### config.mk
export PLATFORM = sky130hd
export DESIGN_NAME = xnp_wmem
export DESIGN_NICKNAME = d
export VERILOG_FILES = /design/src/xnp_wmem.sv
export SDC_FILE = /design/constraint.sdc
export NUM_CORES = 2
export LEC_CHECK = 0
export BUFFER_PORTS_ARGS = -buffer_cell sky130_fd_sc_hd__clkbuf_2
export CORE_UTILIZATION = 40
export CTS_BUF_LIST = sky130_fd_sc_hd__clkbuf_8
export DETAILED_ROUTE_END_ITERATION = 16
export GPL_TIMING_DRIVEN = 0
export PLACE_DENSITY_LB_ADDON = 0.2
export SYNTH_ARGS = -nofsm -noshare
export SYNTH_HDL_FRONTEND = slang
export SYNTH_SLANG_ARGS = --single-unit
### constraint.sdc
create_clock -name clk -period 4.6 [get_ports clk]
set_input_delay 0.23 -clock clk [delete_from_list [all_inputs] [get_ports clk]]
set_output_delay 0.23 -clock clk [all_outputs]
set_load 0.05 [all_outputs]
### src/xnp_wmem.sv
// Word store: one write port, one read port with registered read data.
// Depends on nothing.
module xnp_wmem #(
  parameter int DEPTH = 128,
  parameter int AW    = 7,
  parameter int DW    = 32
) (
  input  logic          clk,
  input  logic          wr_en,
  input  logic [AW-1:0] wr_addr,
  input  logic [DW-1:0] wr_data,
  input  logic [AW-1:0] rd_addr,
  output logic [DW-1:0] rd_data
);

  logic [DW-1:0] mem [DEPTH];
  logic [DW-1:0] rd_data_r;

  // Write port
  always_ff @(posedge clk) begin
    if (wr_en) begin
      mem[wr_addr] <= wr_data;
    end
  end

  // Read port with registered read data
  always_ff @(posedge clk) begin
    rd_data_r <= mem[rd_addr];
  end

  assign rd_data = rd_data_r;

endmodule

# Word level (Yosys, flattened, before mapping)
# Memory sizes are Yosys's and may differ from the RTL's. A register that Yosys moved wholly into a read port is not among the register bits.
# Index checks and enable logic that the tools add are counted.
dict set report totals {
  ff_bits 0
  in_bits 48
  out_inout_bits 32
  word_cells 3
  memories 1
  ramBits 4096
}
dict set report classes {
  n_mux 2
}
# name depth width read_ports rd_ports_with_merged_regs wr line_no
set mem_list {}
lappend mem_list {mem 128 32 1 1 1 16} ;# logic [DW-1:0] mem [DEPTH];
# op count
set ops {}
lappend ops {{2-to-1 mux 1 bit} 2}

# Logic depth before layout (Yosys ltp)
dict set report logic_depth {
  depth_word 2
  mapped_depth 8
  ltp_nobuf 4
}

# Worst setup path after synthesis
# Ideal clock, no wire load.
dict set report synth_path {
  path_kind {input-to-reg}
  start {in wr_en}
  end {mem mem[98][0], enable pin}
  arrival_time_ns 3.008
  setup_time_ns 0.461
  path_buffers 1
  path_stages 3
  required_time_ns 4.139
  slack_ns 1.131
  path_cell_list {clkbuf_1 > nand4_1 > nor3_1}
}
dict set report synth_via {
  elab_chain_len 2
}
# item line_no
set synth_rtl {}
lappend synth_rtl {{start: declaration} 9} ;# input logic wr_en,
lappend synth_rtl {{2-to-1 mux 1 bit} 21} ;# if (wr_en) begin
lappend synth_rtl {{2-to-1 mux 1 bit (implied by the code)} 22} ;# mem[wr_addr] <= wr_data;
lappend synth_rtl {{end: declaration} 16}
# No other way between the ends.

==> flow_metrics.tcl <==
set metrics [dict create \
    grt_use_total 0.216 \
    cts_tree "built" \
    rows 229 \
    first_global_vias 73767 \
    critPathLaunch "rd_addr[0]" \
    die_h_um 627 \
    tns_ns 0 \
    async_flop_share 0 \
    drc_errors 24 \
    rsz0062_at_grt "false" \
    hold_class "input port to register" \
    route.antenna.remaining_nets 0 \
    routedWlPerCell_um 33.3 \
    finalNonFillerCells 12758 \
    worst_hold_slack_ns 0.112 \
    synth_top_cell_by_area "edfxtp_1" \
    ys_seq_area_frac 0.791 \
    violations "DRC" \
    pin_count 80 \
    power.density_mw_per_mm2 412 \
    post-place-cells 11459 \
    critPathCaptureType "register" \
    status "finished, violations left" \
    r2r_end "rd_data[16]" \
    worstMarginPinSlew_ns 1.47 \
    yosysMostFrequentCell "edfxtp_1" \
    multi_input_area_mm2 0.0323 \
    gp_congestion 0.939 \
    synth_area_leaders "edfxtp_1, mux4_2, clkbuf_1" \
    core_area_mm2 0.389 \
    start_util 0.402 \
    dr.pass1.iters 11 \
    finalSetupViolations 0 \
    netlist_top_cells_count "edfxtp_1, mux4_2, clkbuf_1" \
    syn_avg_cell_area_um2 26.1 \
    seq_area_mm2 0.124 \
    syn_nets 6038 \
    grt_max_degree 109 \
    cts_root_buf "clkbuf_8" \
    crit_type "input port to register" \
    ys_types 17 \
    overflow 0 \
    p_total_w 0.0745 \
    rrSetupSlack_ns 1.82 \
    p_leak_nw 55.7 \
    die_area_mm2 0.393 \
    crit_fanout 11 \
    wirelength_um 425000 \
    dr.first_iter.drc_count 8500 \
    vias_per_cell 5.61 \
    die_w_um 627 \
    numPortBuffers 68 \
    hold_depth 2 \
    cts.sinks 4128 \
    hold_viol 0 \
    clk_path_buf_depth 4 \
    htreeDepth 6 \
    ir_drop_mv 0.297 \
    finalCritPeriodShare 0.756 \
    fin_crit_ns 3.48 \
    ys_seq_elements 4128 \
    final-max-slew-violation-count 0 \
    numCtsBuffers 652 \
    clock_latency_ns 1.19 \
    vias 71598 \
    clk_pin_slew_ns 0.06 \
    post_cts_resized 0 \
    drive_above_1_share 0.357 \
    reg2reg_depth 4 \
    slew_headroom 0.0227 \
    num-fill-cells 31736 \
    fmax_ghz 0.288 \
    syn_inst 5990 \
    post-route-util 0.465 \
    synth_edf_count 4096 \
    syn-cell-area_mm2 0.156 \
    ys_dominant_reg_cell "edfxtp_1" \
    cp.arrival_ns 4.54 \
    cp-start-kind "input port" \
    yosysWarnings 0 \
    nNetsFinal 7006 \
    whs_endpoint "mem[70][15]" \
    antenna_found_initial 72 \
    hp-start "wr_data[15]" \
    worstPathRequired_ns 5.66 \
    skew_ns 0.0483 \
    hpwl_um 289000 \
    grt_pass1_wl_um 586000 \
    drv_cap 0 \
    synth_top_area_frac 0.787 \
    area_delta_synth_final_pct 15.7 \
    r2r-start "mem[81][16]" \
]
-- worst max path at each step --
stage | end | cells after the start | slack [ns]
2_1_floorplan | mem[98][0] | 3 | 1.13
3_3_place_gp | mem[100][15] | 4 | -2.90
3_5_place_dp | rd_data[12] | 7 | -0.12
4_1_cts | rd_data[9] | 7 | 1.19
5_1_grt | rd_data[12] | 7 | 1.14
6_report | rd_data[12] | 7 | 1.12
-- worst max-delay path, cell delays in order --
cell and delay (ns):
buf_2 0.22, buf_2 0.86, buf_1 0.76, mux4_2 0.63
mux4_2 0.63, mux4_2 0.76, mux2_2 0.40
-- metal layers --
metal  GRT usage  vias to the layer above  part of all wire
li1            -                    28587                 -
met1       0.294                    39608              0.40
met2       0.349                     2832              0.49
met3      0.0500                      563             0.082
met4      0.0626                        8             0.026
met5           0                        -           0.00010
-- stage by stage --
step	setup slack, ns	cell area [µm²]
after floorplan	1.13	156000
after global placement	-2.90	163000
after detailed placement	-0.118	169000
after CTS	1.19	181000
after global routing	1.14	181000
final	1.12	181000
-- sequential cells by signal, indices dropped and copies added (netlist names) --
signal   flops
mem       4096
rd_data     32
-- area by class of cell --
cell class,count,area share
antenna,114,0.00158
buffer,316,0.00746
clock buffer,673,0.0512
clock inverter,470,0.0128
multi-input combinational,1546,0.178
sequential,4128,0.684
tap,5197,0.0360
timing repair buffer,314,0.0290
-- logic make-up (layout without fill, tap and decap cells) --
| group | count (synthesis) | count (layout) | synth area share |
|---|---|---|---|
| flip-flops | 4128 | 4128 | 0.791 |
| multiplexers | 1376 | 1376 | 0.196 |
| AND/OR/NAND/NOR | 170 | 170 | 0.00446 |
| other | 0 | 114 | 0 |
| buffers and inverters | 316 | 1773 | 0.00839 |
-- cells in the final DEF, fill, tap and decap left out, drive strengths merged --
cell and n:
dlygate4sd3 42, nor3 9, mux4 1344, edfxtp 4096, nand2 14, clkinv 189, inv 245, or3 1
dfxtp 32, bufinv 11, nor2 122, buf 337, clkbuf 924, nand3 12, diode 114, nor2b 7
nand4 3, clkinvlp 25, mux2 32, nand2b 2
-- report_power, final --
group / leakage, nW / total (W) / internal [W] / switching, W
sequential: 37.1 / 0.0416 / 0.0416 / 0.0000507
combinational: 11.9 / 0.00463 / 0.00163 / 0.00300
clock: 6.70 / 0.0283 / 0.0141 / 0.0141
-- repair_timing --
action                                  4_1_cts  5_1_grt
hold buffers                                 42        0
buffers inserted                              0        0
hold endpoints to repair                   3602        0
endpoints found under the setup margin        0        0
Power figures use the tool's default switching activity.
