--- src/xnp_pkg.sv ---
// Shared constants and types for the XNOR-popcount binary matrix multiply.
// Used by xnp_popacc, the top level and the bench; depends on nothing.
package xnp_pkg;

  // Packed word geometry
  localparam int WORD_BITS = 32;
  localparam int WB_LOG2   = 5;

  // Port widths
  localparam int IN_TDATA_W  = 40;
  localparam int IN_TUSER_W  = 2;
  localparam int OUT_TDATA_W = 8;
  localparam int CFG_IDX_W   = 1;
  localparam int CFG_DATA_W  = 9;

  // Request kinds carried in in_tuser
  localparam logic [1:0] FN_WR_A    = 2'd0;
  localparam logic [1:0] FN_WR_B    = 2'd1;
  localparam logic [1:0] FN_COMPUTE = 2'd2;

  // Register indexes
  localparam logic [CFG_IDX_W-1:0] REG_VLEN = 1'b0;
  localparam logic [CFG_IDX_W-1:0] REG_CCNT = 1'b1;

  // Register reset values
  localparam logic [8:0] VLEN_RST = 9'd256;
  localparam logic [4:0] CCNT_RST = 5'd16;

  // Control from the sequencer to the popcount accumulator
  typedef struct packed {
    logic clr;   // start a new column sum
    logic en;    // a word pair is on the read ports
    logic last;  // that pair is the final word of the vector
  } popacc_ctl_t;

endpackage

--- src/xnp_popacc.sv ---
// Shared XNOR / popcount unit with its running column sum.
// Depends on xnp_pkg for the word width and the control struct.
module xnp_popacc #(
  parameter int ACCW = 9
) (
  input  logic                          clk,
  input  logic                          rst_n,
  input  xnp_pkg::popacc_ctl_t          ctl,
  input  logic [xnp_pkg::WORD_BITS-1:0] a_word,
  input  logic [xnp_pkg::WORD_BITS-1:0] b_word,
  input  logic [xnp_pkg::WORD_BITS-1:0] pad_mask,
  output logic [ACCW-1:0]               acc
);
  import xnp_pkg::*;

  localparam int PCW = WB_LOG2 + 1;

  logic [WORD_BITS-1:0] match;
  logic [PCW-1:0]       pop;
  logic [ACCW-1:0]      acc_r;
  logic [ACCW-1:0]      acc_nxt;

  function automatic logic [PCW-1:0] count_ones(input logic [WORD_BITS-1:0] v);
    logic [PCW-1:0] n;
    n = '0;
    for (int i = 0; i < WORD_BITS; i++) begin
      n = n + PCW'(v[i]);
    end
    return n;
  endfunction

  // Matching elements; padding bits of the final word count as matches
  always_comb begin
    match = ~(a_word ^ b_word);
    if (ctl.last) begin
      match = match | pad_mask;
    end
    pop = count_ones(match);
  end

  // Running sum of matches over the words of one column
  always_comb begin
    priority if (ctl.clr) begin
      acc_nxt = '0;
    end else if (ctl.en) begin
      acc_nxt = acc_r + ACCW'(pop);
    end else begin
      acc_nxt = acc_r;
    end
  end

  always_ff @(posedge clk) begin
    if (!rst_n) begin
      acc_r <= '0;
    end else begin
      acc_r <= acc_nxt;
    end
  end

  assign acc = acc_r;

endmodule

--- config.mk ---
export PLATFORM = sky130hd
export DESIGN_NAME = xnp_popacc
export DESIGN_NICKNAME = d
export VERILOG_FILES = /design/src/xnp_pkg.sv /design/src/xnp_popacc.sv
export SDC_FILE = /design/constraint.sdc
export NUM_CORES = 1
export LEC_CHECK = 0
export BUFFER_PORTS_ARGS = -buffer_cell sky130_fd_sc_hd__buf_2
export CORE_MARGIN = 4
export CORE_UTILIZATION = 44
export CTS_BUF_LIST = sky130_fd_sc_hd__clkbuf_16
export DETAILED_ROUTE_END_ITERATION = 10
export PLACE_DENSITY = 0.88
export SYNTH_ARGS = -nofsm -noshare
export SYNTH_HDL_FRONTEND = slang
export SYNTH_SLANG_ARGS = --single-unit
--- constraint.sdc ---
create_clock -name clk -period 8.5 [get_ports clk]
set_clock_uncertainty 0.2 [all_clocks]
set_input_delay 0.85 -clock clk [delete_from_list [all_inputs] [get_ports clk]]
set_output_delay 0.85 -clock clk [all_outputs]
set_load 0.05 [all_outputs]
## Word level (Yosys, flattened, before mapping)

Index checks and enable logic that the tools add are counted.

- Bits in registers: 9
- Output and inout bits: 9
- Input port bits: 101

- $add $sub $neg: 32
- Reductions and logical operators: 1
- Multiplexer cells: 1
- Bitwise operators: 4

Operators by type and width:

| cell | count |
|---|---|
| 6-bit by 1-bit adder with 6-bit output | 26 |
| 32-bit 2-to-1 mux | 1 |
| 32-bit NOT | 1 |
| 32-bit bitwise OR | 1 |
| 32-bit bitwise XOR | 1 |
| 9-bit by 6-bit adder with 9-bit output | 1 |
| 5-bit by 1-bit adder with 6-bit output | 1 |
| 4-bit by 1-bit adder with 5-bit output | 1 |
| 3-bit by 1-bit adder with 4-bit output | 1 |
| 2-bit by 1-bit adder with 3-bit output | 1 |
| 1-bit by 1-bit adder with 2-bit output | 1 |
| 2-bit OR reduction | 1 |
| 1-bit NOT | 1 |

## Logic depth before layout (Yosys ltp)

Gate-level depths: netlist (run 1).

- Depth after elaboration: 36
- Mapped depth: 19
- Mapped depth without buffers: 19

## Least setup slack after synthesis (run 1)

Ideal clock, no wire load.

- Path kind: input to register
- Start point: input ctl[0] (netlist name)
- End point: register acc_r[6] (netlist: acc[6])
- Data arrival time: 5.885 ns
- Slack: 2.293 ns
- Setup time: 0.122 ns
- Cell stages on the path: 19
- Buffers on the path: 1
- Data required time: 8.178 ns
- Path through: clkbuf_1 -> nand2_1 -> o21ai_0 -> a21oi_1 -> fa_1 -> inv_1 -> fa_1 -> fa_1 -> fa_1 -> inv_1 -> fa_1 -> fa_1 -> fa_1 -> inv_1 -> fa_1 -> a21oi_1 -> o211ai_2 -> mux2i_1 -> a311o_1

- Longest elaborated chain between the ends: 33

Ends and longest elaborated chain:

| item | RTL line | RTL |
|---|---|---|
| start, declared | xnp_popacc.sv:8 | `input xnp_pkg::popacc_ctl_t ctl,` |
| 32-bit 2-to-1 mux (*) | xnp_popacc.sv:35 | `if (ctl.last) begin` |
| 1-bit by 1-bit adder with 2-bit output | xnp_popacc.sv:27 | `n = n + PCW'(v[i]);` |
| 2-bit by 1-bit adder with 3-bit output | xnp_popacc.sv:27 |  |
| 3-bit by 1-bit adder with 4-bit output | xnp_popacc.sv:27 |  |
| 4-bit by 1-bit adder with 5-bit output | xnp_popacc.sv:27 |  |
| 5-bit by 1-bit adder with 6-bit output | xnp_popacc.sv:27 |  |
| 6-bit by 1-bit adder with 6-bit output (25 in a row) | xnp_popacc.sv:27 |  |
| 6-bit by 1-bit adder with 6-bit output (*) | xnp_popacc.sv:27 |  |
| 9-bit by 6-bit adder with 9-bit output (*) | xnp_popacc.sv:46 | `acc_nxt = acc_r + ACCW'(pop);` |
| end signal, assigned | xnp_popacc.sv:56 | `acc_r <= acc_nxt;` |
| end, declared | xnp_popacc.sv:20 | `logic [ACCW-1:0] acc_r;` |

Mark *: on every way between the ends. The rest lies on a longest branch, timed or not.
A chain may end at the register's enable or synchronous reset.

## Worst setup path after layout (run 1)

- Start point: input ctl[0] (netlist name)
- End point: register acc_r[8] (netlist: acc[8])

Same word-level chain as after synthesis.

==> results.sh, run 1 <==
export IMPL_fin_crit_sh_pct=74.4
export IMPL_power_density_nw_per_um2=492
export IMPL_finalSetupViolCount=0
export IMPL_status="complete, no violations"
export IMPL_crit_required_ps=8470
export IMPL_nets=484
export IMPL_yosysWarnings=0
export IMPL_synthAdderAreaFrac_pct=38.8
export IMPL_gr_total_overflow=0
export IMPL_hold_violations=0
export IMPL_fp_dieH_microns=72.4
export IMPL_syn_to_final_growth_pct=36.7
export IMPL_synth_xor_area_share_pct=4.32
export IMPL_port_buffers=109
export IMPL_timing_fmax_ghz=0.158
export IMPL_startpoint_type="primary input"
export IMPL_pre_cts_ws_ps=1900
export IMPL_p_leak_nw=1.37
export IMPL_yosysSeqAreaShare_pct=9.88
export IMPL_worstHoldPathType="reg -> reg"
export IMPL_r2r_start="acc[0]"
export IMPL_synth_compound_area_share_pct=21.4
export IMPL_post_synth_instance_area_sq_um=1820
export IMPL_drtPass1Iterations=5
export IMPL_drt_iter0_drc=42
export IMPL_cts_resized=0
export IMPL_syn_area_per_cell_sq_um=7.82
export IMPL_endpoint="acc[8]"
export IMPL_hold_depth=2
export IMPL_htreeDepth=1
export IMPL_viasPerCell=5.02
export IMPL_grt_pass1_vias=1928
export IMPL_routabilityCongestion=0.866
export IMPL_met3WireLength_microns=311
export IMPL_async_flop_share_pct=0
export IMPL_arrival_ps=6290
export IMPL_critPathMaxFanout=32
export IMPL_cts_sinks=9
export IMPL_antenna_found_initial=0
export IMPL_netlist_cell_type_count=37
export IMPL_routedWlPerCell_microns=12.2
export IMPL_tritoncts="yes"
export IMPL_routed_wl_met2_microns=2470
export IMPL_clockBufferDepth=2
export IMPL_num_rows=23
export IMPL_synth_ff_type="dfxtp_1"
export IMPL_path_clk_slew_ps=40
export IMPL_route_detailed_drc=0
export IMPL_end_kind="register"
export IMPL_postCtsSetupBuffers=0
export IMPL_rr_worst_depth=14
export IMPL_synth_simple_area_share_pct=18.1
export IMPL_place_hpwl_microns=4110
export IMPL_syn_inst=233
export IMPL_io_pins=110
export IMPL_vdd_drop_max_v=0.000369
export IMPL_grt_max_degree=33
export IMPL_tightest_slew_ps=728
export IMPL_ys_seq_elements=9
export IMPL_wl_met1_microns=1920
export IMPL_finalSetupTns_ps=0
export IMPL_highest_layer="met4"
export IMPL_grt_usage_pct=17.8
export IMPL_layout_drive_gt1_share_pct=33.7
export IMPL_r2r_slack_ps=3130
export IMPL_die_area_sq_um=5240
export IMPL_path_class="in -> reg"
export IMPL_maxCapViolCount=0
export IMPL_fin_ws_ps=2170
export IMPL_antenna_cells=0
export IMPL_rsz0062_at_grt="false"
export IMPL_relSlewSlack_pct=51.4
export IMPL_final_antenna_net_count=0
export IMPL_die_w_microns=72.4
export IMPL_r2r_end="acc[8]"
export IMPL_nFillCells=354
export IMPL_synthMuxAreaShare_pct=1.65
export IMPL_grt_pass1_wl_microns=7690
export IMPL_finalCriticalPeriod_ps=6330
export IMPL_synth_top_family_by_area="adder cells"
export IMPL_clock_latency_ps=230
export IMPL_core_area_sq_um=4000
export IMPL_start_util_pct=45.6
export IMPL_setup_worst_path_start="ctl[0]"
export IMPL_synth_edf_count=0
export IMPL_vias=1962
export IMPL_synth_nets=375
export IMPL_largest_register_ffs=9
export IMPL_drv_slew=0
export IMPL_timing_hold_ws_ps=289
export IMPL_cts_root_buf="clkbuf_16"
export IMPL_numCtsBuffers=3
export IMPL_wl_microns=4780
export IMPL_cts_hold_buf=0
==> cell usage after synthesis, types with 2 or more instances <==
library cell	instances	area [sq um]
mux2i_1	3	30.0
inv_1	22	82.6
nor3_1	2	10.0
o21ai_1	2	10.0
ha_1	15	188
xnor2_1	5	43.8
nand2b_1	2	12.5
a211oi_1	4	30.0
nand2_1	47	176
o21ai_0	15	75.1
nand3_1	5	25.0
a21oi_1	30	150
nor2_1	15	56.3
dfxtp_1	9	180
a21o_1	3	22.5
xor2_1	4	35.0
clkbuf_1	5	18.8
fa_1	26	521
==> logic make-up (layout without fill, tap and decap cells) <==
logic type,Yosys count,in the layout
and+or+nand+nor,78,78
AOI/OAI and AO/OA,65,65
adders and majority gates,41,41
buffers and inverters,28,136
xor gates and xnor gates,9,9
DFF,9,9
muxes,3,3
==> worst max-delay path, stage by stage <==
cell      delay [ps]
buf_2            420
nand2_1           80
o21ai_0          100
a21oi_1           90
fa_1             550
inv_1             50
fa_1             520
fa_1             450
fa_1             540
inv_1             50
fa_1             500
fa_1             580
fa_1             210
inv_1             60
fa_1             410
a211oi_1         340
o21ai_1          150
a31o_1           230
a21oi_1          100
==> per-layer routing <==
| metal | vias up | track usage (%) |
|---|---|---|
| met1 | 874 | 22.4 |
| met5 | - | 0 |
| li1 | 1012 | - |
| met3 | 9 | 1.66 |
| met4 | 0 | 4.59 |
| met2 | 67 | 32.5 |
==> worst min path at each step <==
| stage | start | to | slack, ps |
|---|---|---|---|
| global route | acc[7] | acc[7] | 320 |
| CTS | acc[7] | acc[7] | 290 |
| global placement | acc[7] | acc[7] | 260 |
| detailed placement | acc[7] | acc[7] | 290 |
| floorplan | acc[7] | acc[7] | 490 |
| finish | acc[7] | acc[7] | 290 |
==> where the power goes <==
part	internal, mW	switching (mW)	total (mW)
sequential	0.0510	0.00615	0.0571
clock	0.0615	0.0212	0.0827
combinational	0.458	0.627	1.09
==> layout make-up <==
| cell class | instances | area (sq um) | area share (%) |
|---|---|---|---|
| clock buffer | 3 | 75.1 | 3.01 |
| tap | 50 | 62.6 | 2.51 |
| multi-input combinational | 196 | 1540 | 61.7 |
| timing repair buffer | 109 | 546 | 21.9 |
| sequential | 9 | 180 | 7.23 |
| clock inverter | 1 | 3.75 | 0.151 |
| inverter | 23 | 86.3 | 3.47 |
==> per-stage QoR <==
stage / instance area [sq um] / power [mW] / std cells / util (%)
6_report: 2490 / 1.23 / 391 / 62.3
5_1_grt: 2490 / 1.42 / 391 / 62.3
4_1_cts: 2490 / 1.24 / 391 / 62.3
3_5_place_dp: 2410 / 1.14 / 387 / 60.3
3_3_place_gp: 2410 / 1.12 / 387 / 60.3
2_1_floorplan: 1820 / 0.909 / 233 / -
==> placed cells by master, fill, tap and decap left out, drive strengths merged, types with 2 or more instances in the layout <==
cell type,instances
nand2,47
fa,26
mux2i,3
o211ai,2
nor2,15
a21o,3
nor2b,2
nor3,2
xor2,4
o21ai,17
a21oi,30
ha,15
dfxtp,9
inv,24
xnor2,5
nand2b,2
buf,109
nand3,5
a211oi,4
clkbuf,3
(Power assumes the default switching activity.)
==> inputs of run 2 (changes only) <==
--- a/config.mk
+++ b/config.mk
@@ -5,12 +5,13 @@
 export SDC_FILE = /design/constraint.sdc
 export NUM_CORES = 1
 export LEC_CHECK = 0
+export ABC_AREA = 1
 export BUFFER_PORTS_ARGS = -buffer_cell sky130_fd_sc_hd__buf_2
 export CORE_MARGIN = 4
-export CORE_UTILIZATION = 44
+export CORE_UTILIZATION = 45
 export CTS_BUF_LIST = sky130_fd_sc_hd__clkbuf_16
 export DETAILED_ROUTE_END_ITERATION = 10
-export PLACE_DENSITY = 0.88
+export PLACE_DENSITY = 0.89
 export SYNTH_ARGS = -nofsm -noshare
 export SYNTH_HDL_FRONTEND = slang
 export SYNTH_SLANG_ARGS = --single-unit
==> constraint.sdc (replaced) <==
create_clock -name clk -period 6 [get_ports clk]
set_clock_uncertainty 0.2 [all_clocks]
set_input_delay 0.6 -clock clk [delete_from_list [all_inputs] [get_ports clk]]
set_output_delay 0.6 -clock clk [all_outputs]
set_load 0.05 [all_outputs]
==> run 2 against run 1 <==
  * Non-clock buffer count is 1 higher
  * Via count increased by 10%
  * Critical path depth grew 3
  * Synthesized cell count is 18% higher
  * Sequential power is 45% higher
  * Register-to-register slack lost 2300 ps
  * Sequential share of layout area down 0.16 points
  * Worst setup slack lost 1900 ps
  * Sequential cell count unchanged
  * Power grew 57%
==> results.sh, run 2 <==
export IMPL_layout_drive_gt1_share_pct=31.4
export IMPL_syn_to_final_growth_pct=35.7
export IMPL_synth_edf_count=0
export IMPL_power_frac_comb_pct=89.7
export IMPL_route_detailed_drc=0
export IMPL_place_hpwl_microns=4330
export IMPL_finalSetupViolCount=0
export IMPL_largest_register_ffs=9
export IMPL_seqPwrFrac_pct=4.3
export IMPL_path_class="in -> reg"
export IMPL_synth_ff_type="dfxtp_1"
export IMPL_netSwitchingFraction_pct=55.7
export IMPL_tritoncts="yes"
export IMPL_clock_latency_ps=230
export IMPL_status="complete, no violations"
export IMPL_timing_fmax_ghz=0.175
export IMPL_drt_iter0_drc=65
export IMPL_p_sw_mw=1.07
export IMPL_die_area_sq_um=5270
export IMPL_worstPathCellList="buf_4 > nand2_1 > o21ai_1 > a21oi_1 > fa_1 > inv_1 > fa_1 > fa_1 > fa_1 > inv_1 > fa_1 > fa_1 > fa_1 > inv_2 > fa_1 > nand2_1 > nand2_1 > nand2_1 > or2_1 > nand3_1 > nand2_1 > inv_1"
export IMPL_nets=528
export IMPL_start_util_pct=46.6
export IMPL_vias=2167
export IMPL_relSlewSlack_pct=82.3
export IMPL_syn_area_per_cell_sq_um=6.82
export IMPL_cts_hold_buf=0
export IMPL_clockBufferDepth=2
export IMPL_rsz0062_at_grt="false"
export IMPL_design_area_sq_um=2550
export IMPL_fin_ws_ps=278
export IMPL_post_synth_instance_area_sq_um=1880
export IMPL_crit_required_ps=5980
export IMPL_cts_root_buf="clkbuf_16"
export IMPL_netlist_top_cells_count="nand2_1, a21oi_1, inv_1"
export IMPL_critPathMaxStageDelay_ps=560
export IMPL_startpoint_type="primary input"
export IMPL_numCtsBuffers=3
export IMPL_routabilityCongestion=0.866
export IMPL_die_w_microns=72.6
export IMPL_antenna_cells=0
export IMPL_netlist_cell_type_count=22
export IMPL_drv_slew=0
export IMPL_p_clk_share_pct=5.9
export IMPL_num_rows=23
export IMPL_synth_nets=417
export IMPL_arrival_ps=5700
export IMPL_final_common_cell="buf_2"
export IMPL_async_flop_share_pct=0
export IMPL_grt_max_degree=22
export IMPL_p_int_uw=853
export IMPL_critPathBufInv=5
export IMPL_viasPerCell=4.98
export IMPL_routedWlPerCell_microns=11.6
export IMPL_htreeDepth=1
export IMPL_grt_usage_pct=18.9
export IMPL_nFillCells=334
export IMPL_most_common_layout_cells="buf_2, nand2_1, a21oi_1, inv_1, nor2_1"
export IMPL_syn_inst=275
export IMPL_p_leak_nw=1.48
export IMPL_fp_dieH_microns=72.6
export IMPL_end_kind="register"
export IMPL_grt_pass1_vias=2000
export IMPL_fin_crit_sh_pct=95.4
export IMPL_place_area_sq_um=2470
export IMPL_synth_top_cell_area_share_pct=27.7
export IMPL_postCtsSetupBuffers=0
export IMPL_crit_path_frequent_cell="fa_1"
export IMPL_tightest_slew_ps=266
export IMPL_synthTopCellsByArea="fa_1, nand2_1, a21oi_1, ha_1, dfxtp_1"
export IMPL_port_buffers=109
export IMPL_antenna_found_initial=0
export IMPL_hold_violations=0
export IMPL_vdd_drop_max_v=0.000505
export IMPL_synth_most_common_cell="nand2_1"
export IMPL_core_area_sq_um=4030
export IMPL_finalCriticalPeriod_ps=5720
export IMPL_power_density_nw_per_um2=756
export IMPL_io_pins=110
export IMPL_critPathMaxFanout=21
export IMPL_synth_top_area_cell="fa_1"
export IMPL_grt_pass1_wl_microns=8100
export IMPL_ys_seq_elements=9
export IMPL_pre_cts_ws_ps=-42.6
export IMPL_drtPass1Iterations=4
export IMPL_cts_sinks=9
export IMPL_worstHoldPathType="reg -> reg"
export IMPL_path_clk_slew_ps=40
export IMPL_wl_microns=5050
export IMPL_crit_slowest_cell="fa_1"
export IMPL_critPathTopFamily="adder cells"
export IMPL_maxCapViolCount=0
export IMPL_fin_util_pct=63.2
export IMPL_yosysSeqAreaShare_pct=9.60
export IMPL_gr_total_overflow=0
export IMPL_final_antenna_net_count=0
export IMPL_yosysWarnings=0
==> run 2: cell types whose count changed after synthesis, sizes merged, moves of 3 or more <==
cell    change
nand2      +30
inv        +16
nor2       +15
a21oi       +8
nand3       +7
clkbuf      -5
xnor2       -5
a211oi      -4
buf         +4
mux2i       -3
o21ai       +3
xor2        -3
==> run 2: cell type report <==
type | count | area (sq um) | area share (%)
multi-input combinational | 223 | 1520 | 59.8
timing repair buffer | 110 | 556 | 21.8
sequential | 9 | 180 | 7.07
inverter | 39 | 146 | 5.75
clock buffer | 3 | 75.1 | 2.95
tap | 50 | 62.6 | 2.46
clock inverter | 1 | 3.75 | 0.147
==> run 2: path summary, 6_finish.rpt <==
| check | start | endpoint | slack (ps) | depth (start not counted) |
|---|---|---|---|---|
| min reg2reg | acc[1] | acc[1] | 290 | 2 |
| max | ctl[0] | acc[4] | 280 | 22 |
| max reg2reg | acc[0] | acc[4] | 800 | 17 |
| min | acc[1] | acc[1] | 290 | 2 |
==> run 2: stage by stage <==
stage	total power, mW	hold slack (ps)	setup TNS [ps]	std cells
3_5_place_dp	1.81	286	-44.2	431
2_1_floorplan	1.40	494	0	275
6_report	1.93	291	0	435
3_3_place_gp	1.69	285	0	431
5_1_grt	2.16	337	0	435
4_1_cts	1.95	294	0	435
==> run 2: power by group through the flow <==
stage	combinational (mW)	clock [mW]	sequential, mW
after floorplan	1.28	0	0.118
after global placement	1.61	0	0.0834
after detailed placement	1.72	0	0.0834
after CTS	1.76	0.116	0.0827
after global routing	1.96	0.120	0.0842
final	1.73	0.115	0.0830
==> run 2: cells by family after synthesis <==
logic type | count (synthesis) | synth area share (%)
fa+ha+maj | 41 | 37.7
buf+inv | 43 | 9.20
simple gates | 121 | 26.7
xor+xnor | 1 | 0.467
flops | 9 | 9.60
compound gates | 60 | 16.3
==> run 2: per-layer routing <==
metal,GRT usage [%],vias up,part of all wire [%]
met5,0,-,0
met4,4.30,0,1.6
met2,36.4,78,54
met1,22.1,979,37
li1,-,1099,-
met3,2.48,11,7.8
==> run 2: repair_timing <==
action	CTS	global route
hold endpoints to repair	0	0
setup endpoints to repair	0	3
gates resized for setup	0	2
==> run 2: worst min-delay path, cell delays in order, from the launching register on <==
cell,delay (ps)
dfxtp_1,320
nand2_1,70
a21oi_1,50
==> inputs of run 3 (changes only) <==
==> constraint.sdc (replaced) <==
create_clock -name clk -period 6 [get_ports clk]
set_clock_uncertainty 0.2 [all_clocks]
set_input_delay 0.3 -clock clk [delete_from_list [all_inputs] [get_ports clk]]
set_output_delay 0.3 -clock clk [all_outputs]
set_load 0.05 [all_outputs]
==> run 3 against run 2 <==
  * Global-route usage barely moved
  * Design area barely moved
  * Register-to-register slack improved by 90 ps
  * Maximum frequency is 5.4% higher
  * Power shrank 2.7%
  * Sequential share of layout area barely moved
  * First-iteration DRC count is 3.1% higher
  * Combinational power decreased by 3%
  * Sequential cell count unchanged
  * Via count down 0.18%
  * Critical endpoint unchanged
  * Largest cell class unchanged
  * Largest power group unchanged
==> results.sh, run 3 (synthesis gave the netlist of run 2 again) <==
export IMPL_status="complete, no violations"
export IMPL_tightest_slew_ps=379
export IMPL_wl_microns=5070
export IMPL_num_rows=23
export IMPL_path_class="in -> reg"
export IMPL_power_density_nw_per_um2=737
export IMPL_fin_crit_sh_pct=90.5
export IMPL_syn_to_final_growth_pct=35.6
export IMPL_r2r_end="acc[4]"
export IMPL_cts_sinks=9
export IMPL_nets=528
export IMPL_cts_hold_buf=0
export IMPL_p_leak_nw=1.48
export IMPL_gr_usage_met1_pct=21.6
export IMPL_grt_busiest_layer="met2"
export IMPL_antenna_cells=0
export IMPL_drt_iter0_drc=67
export IMPL_fp_dieH_microns=72.6
export IMPL_final_antenna_net_count=0
export IMPL_crit_cells=22
export IMPL_arrival_ps=5410
export IMPL_critPathMaxFanout=21
export IMPL_hold_violations=0
export IMPL_most_common_layout_cells="buf_2, nand2_1, a21oi_1, inv_1, nor2_1"
export IMPL_finalSetupTns_ps=0
export IMPL_route_detailed_drc=0
export IMPL_hp_start="ctl[2]"
export IMPL_core_area_sq_um=4030
export IMPL_maxCapViolCount=0
export IMPL_final_common_cell="buf_2"
export IMPL_cts_root_buf="clkbuf_16"
export IMPL_gr_total_overflow=0
export IMPL_place_hpwl_microns=4440
export IMPL_finalCriticalPeriod_ps=5430
export IMPL_viasPerCell=4.97
export IMPL_drtPass1Iterations=4
export IMPL_tritoncts="yes"
export IMPL_crit_slowest_cell="fa_1"
export IMPL_critPathBufInv=5
export IMPL_rr_worst_depth=17
export IMPL_post_place_cells=431
export IMPL_die_w_microns=72.6
export IMPL_path_clk_slew_ps=40
export IMPL_critPathMaxStageDelay_ps=550
export IMPL_grt_pass1_wl_microns=8240
export IMPL_timing_fmax_ghz=0.184
export IMPL_start_util_pct=46.6
export IMPL_rsz0062_at_grt="false"
export IMPL_grt_util_met3_pct=1.65
export IMPL_die_area_sq_um=5270
export IMPL_crit_path_frequent_cell="fa_1"
export IMPL_postCtsSetupBuffers=0
export IMPL_setup_worst_path_start="ctl[0]"
export IMPL_end_kind="register"
export IMPL_numCtsBuffers=3
export IMPL_largest_register_ffs=9
export IMPL_io_pins=110
export IMPL_r2r_start="acc[0]"
export IMPL_startpoint_type="primary input"
export IMPL_drv_slew=0
export IMPL_final_cells=435
export IMPL_critPathTopFamily="adder cells"
export IMPL_grt_max_degree=22
export IMPL_htreeDepth=1
export IMPL_cts_resized=0
export IMPL_grt_usage_pct=19.0
export IMPL_relSlewSlack_pct=74.7
export IMPL_vdd_drop_max_v=0.000588
export IMPL_clockBufferDepth=2
export IMPL_r2r_slack_ps=890
export IMPL_clock_latency_ps=230
export IMPL_layout_drive_gt1_share_pct=31.4
export IMPL_routedWlPerCell_microns=11.6
export IMPL_worstPathCellList="buf_2 > nand2_1 > o21ai_1 > a21oi_1 > fa_1 > inv_1 > fa_1 > fa_1 > fa_1 > inv_1 > fa_1 > fa_1 > fa_1 > inv_2 > fa_1 > nand2_1 > nand2_1 > nand2_1 > or2_1 > nand3_1 > nand2_1 > inv_1"
export IMPL_vias=2163
export IMPL_routabilityCongestion=0.894
export IMPL_endpoint="acc[4]"
export IMPL_finalSetupViolCount=0
export IMPL_grt_pass1_vias=2108
export IMPL_use_met2_pct=37.0
export IMPL_antenna_found_initial=0
export IMPL_crit_required_ps=5980
export IMPL_port_buffers=109
export IMPL_worstHoldPathType="in -> reg"
run 3: worst min-delay path by stage:
| stage | endpoint | depth (start not counted) |
|---|---|---|
| 3_5_place_dp | acc[1] | 2 |
| 5_1_grt | acc[8] | 4 |
| 6_report | acc[7] | 4 |
| 4_1_cts | acc[7] | 4 |
| 2_1_floorplan | acc[7] | 3 |
| 3_3_place_gp | acc[1] | 2 |
run 3: stage by stage:
stage | setup slack, ps | utilization [%] | hold slack, ps | power, mW | cell area, sq um
after CTS | 525 | 63.2 | 155 | 1.90 | 2540
after floorplan | 737 | - | 269 | 1.40 | 1880
after global routing | 211 | 63.2 | 194 | 2.13 | 2540
after detailed placement | 305 | 61.2 | 280 | 1.76 | 2470
after global placement | 435 | 61.2 | 282 | 1.68 | 2470
final | 571 | 63.2 | 154 | 1.88 | 2540
run 3: area by class of cell:
class	instances	area, sq um
Multi-Input combinational cell	223	1520
Tap cell	50	62.6
Clock inverter	1	3.75
Inverter	39	146
Clock buffer	3	75.1
Fill cell	342	1480
Timing Repair Buffer	110	553
Sequential cell	9	180
run 3: worst reg2reg max path: stages (launching register included):
cell     delay [ps]
dfxtp_1         340
fa_1            520
fa_1            520
fa_1            530
fa_1            550
inv_1            50
fa_1            500
fa_1            510
fa_1            440
inv_2            80
fa_1            200
nand2_1          60
nand2_1         100
nand2_1          70
or2_1           200
nand3_1          70
nand2_1          70
inv_1            50
run 3: per-layer routing:
| layer | up-vias | wire (microns) | share of wire (%) |
|---|---|---|---|
| met4 | 0 | 67 | 1.3 |
| met5 | - | 0 | 0 |
| met1 | 977 | 1980 | 39 |
| li1 | 1099 | - | - |
| met2 | 78 | 2690 | 53 |
| met3 | 9 | 326 | 6.4 |
run 3: where the power goes:
group | total, mW | leakage (nW) | switching (mW) | internal, mW
Combinational | 1.68 | 1.37 | 0.992 | 0.684
Sequential | 0.0839 | 0.0733 | 0.0113 | 0.0726
Clock | 0.115 | 0.0423 | 0.0282 | 0.0870
Total | 1.88 | 1.48 | 1.03 | 0.843
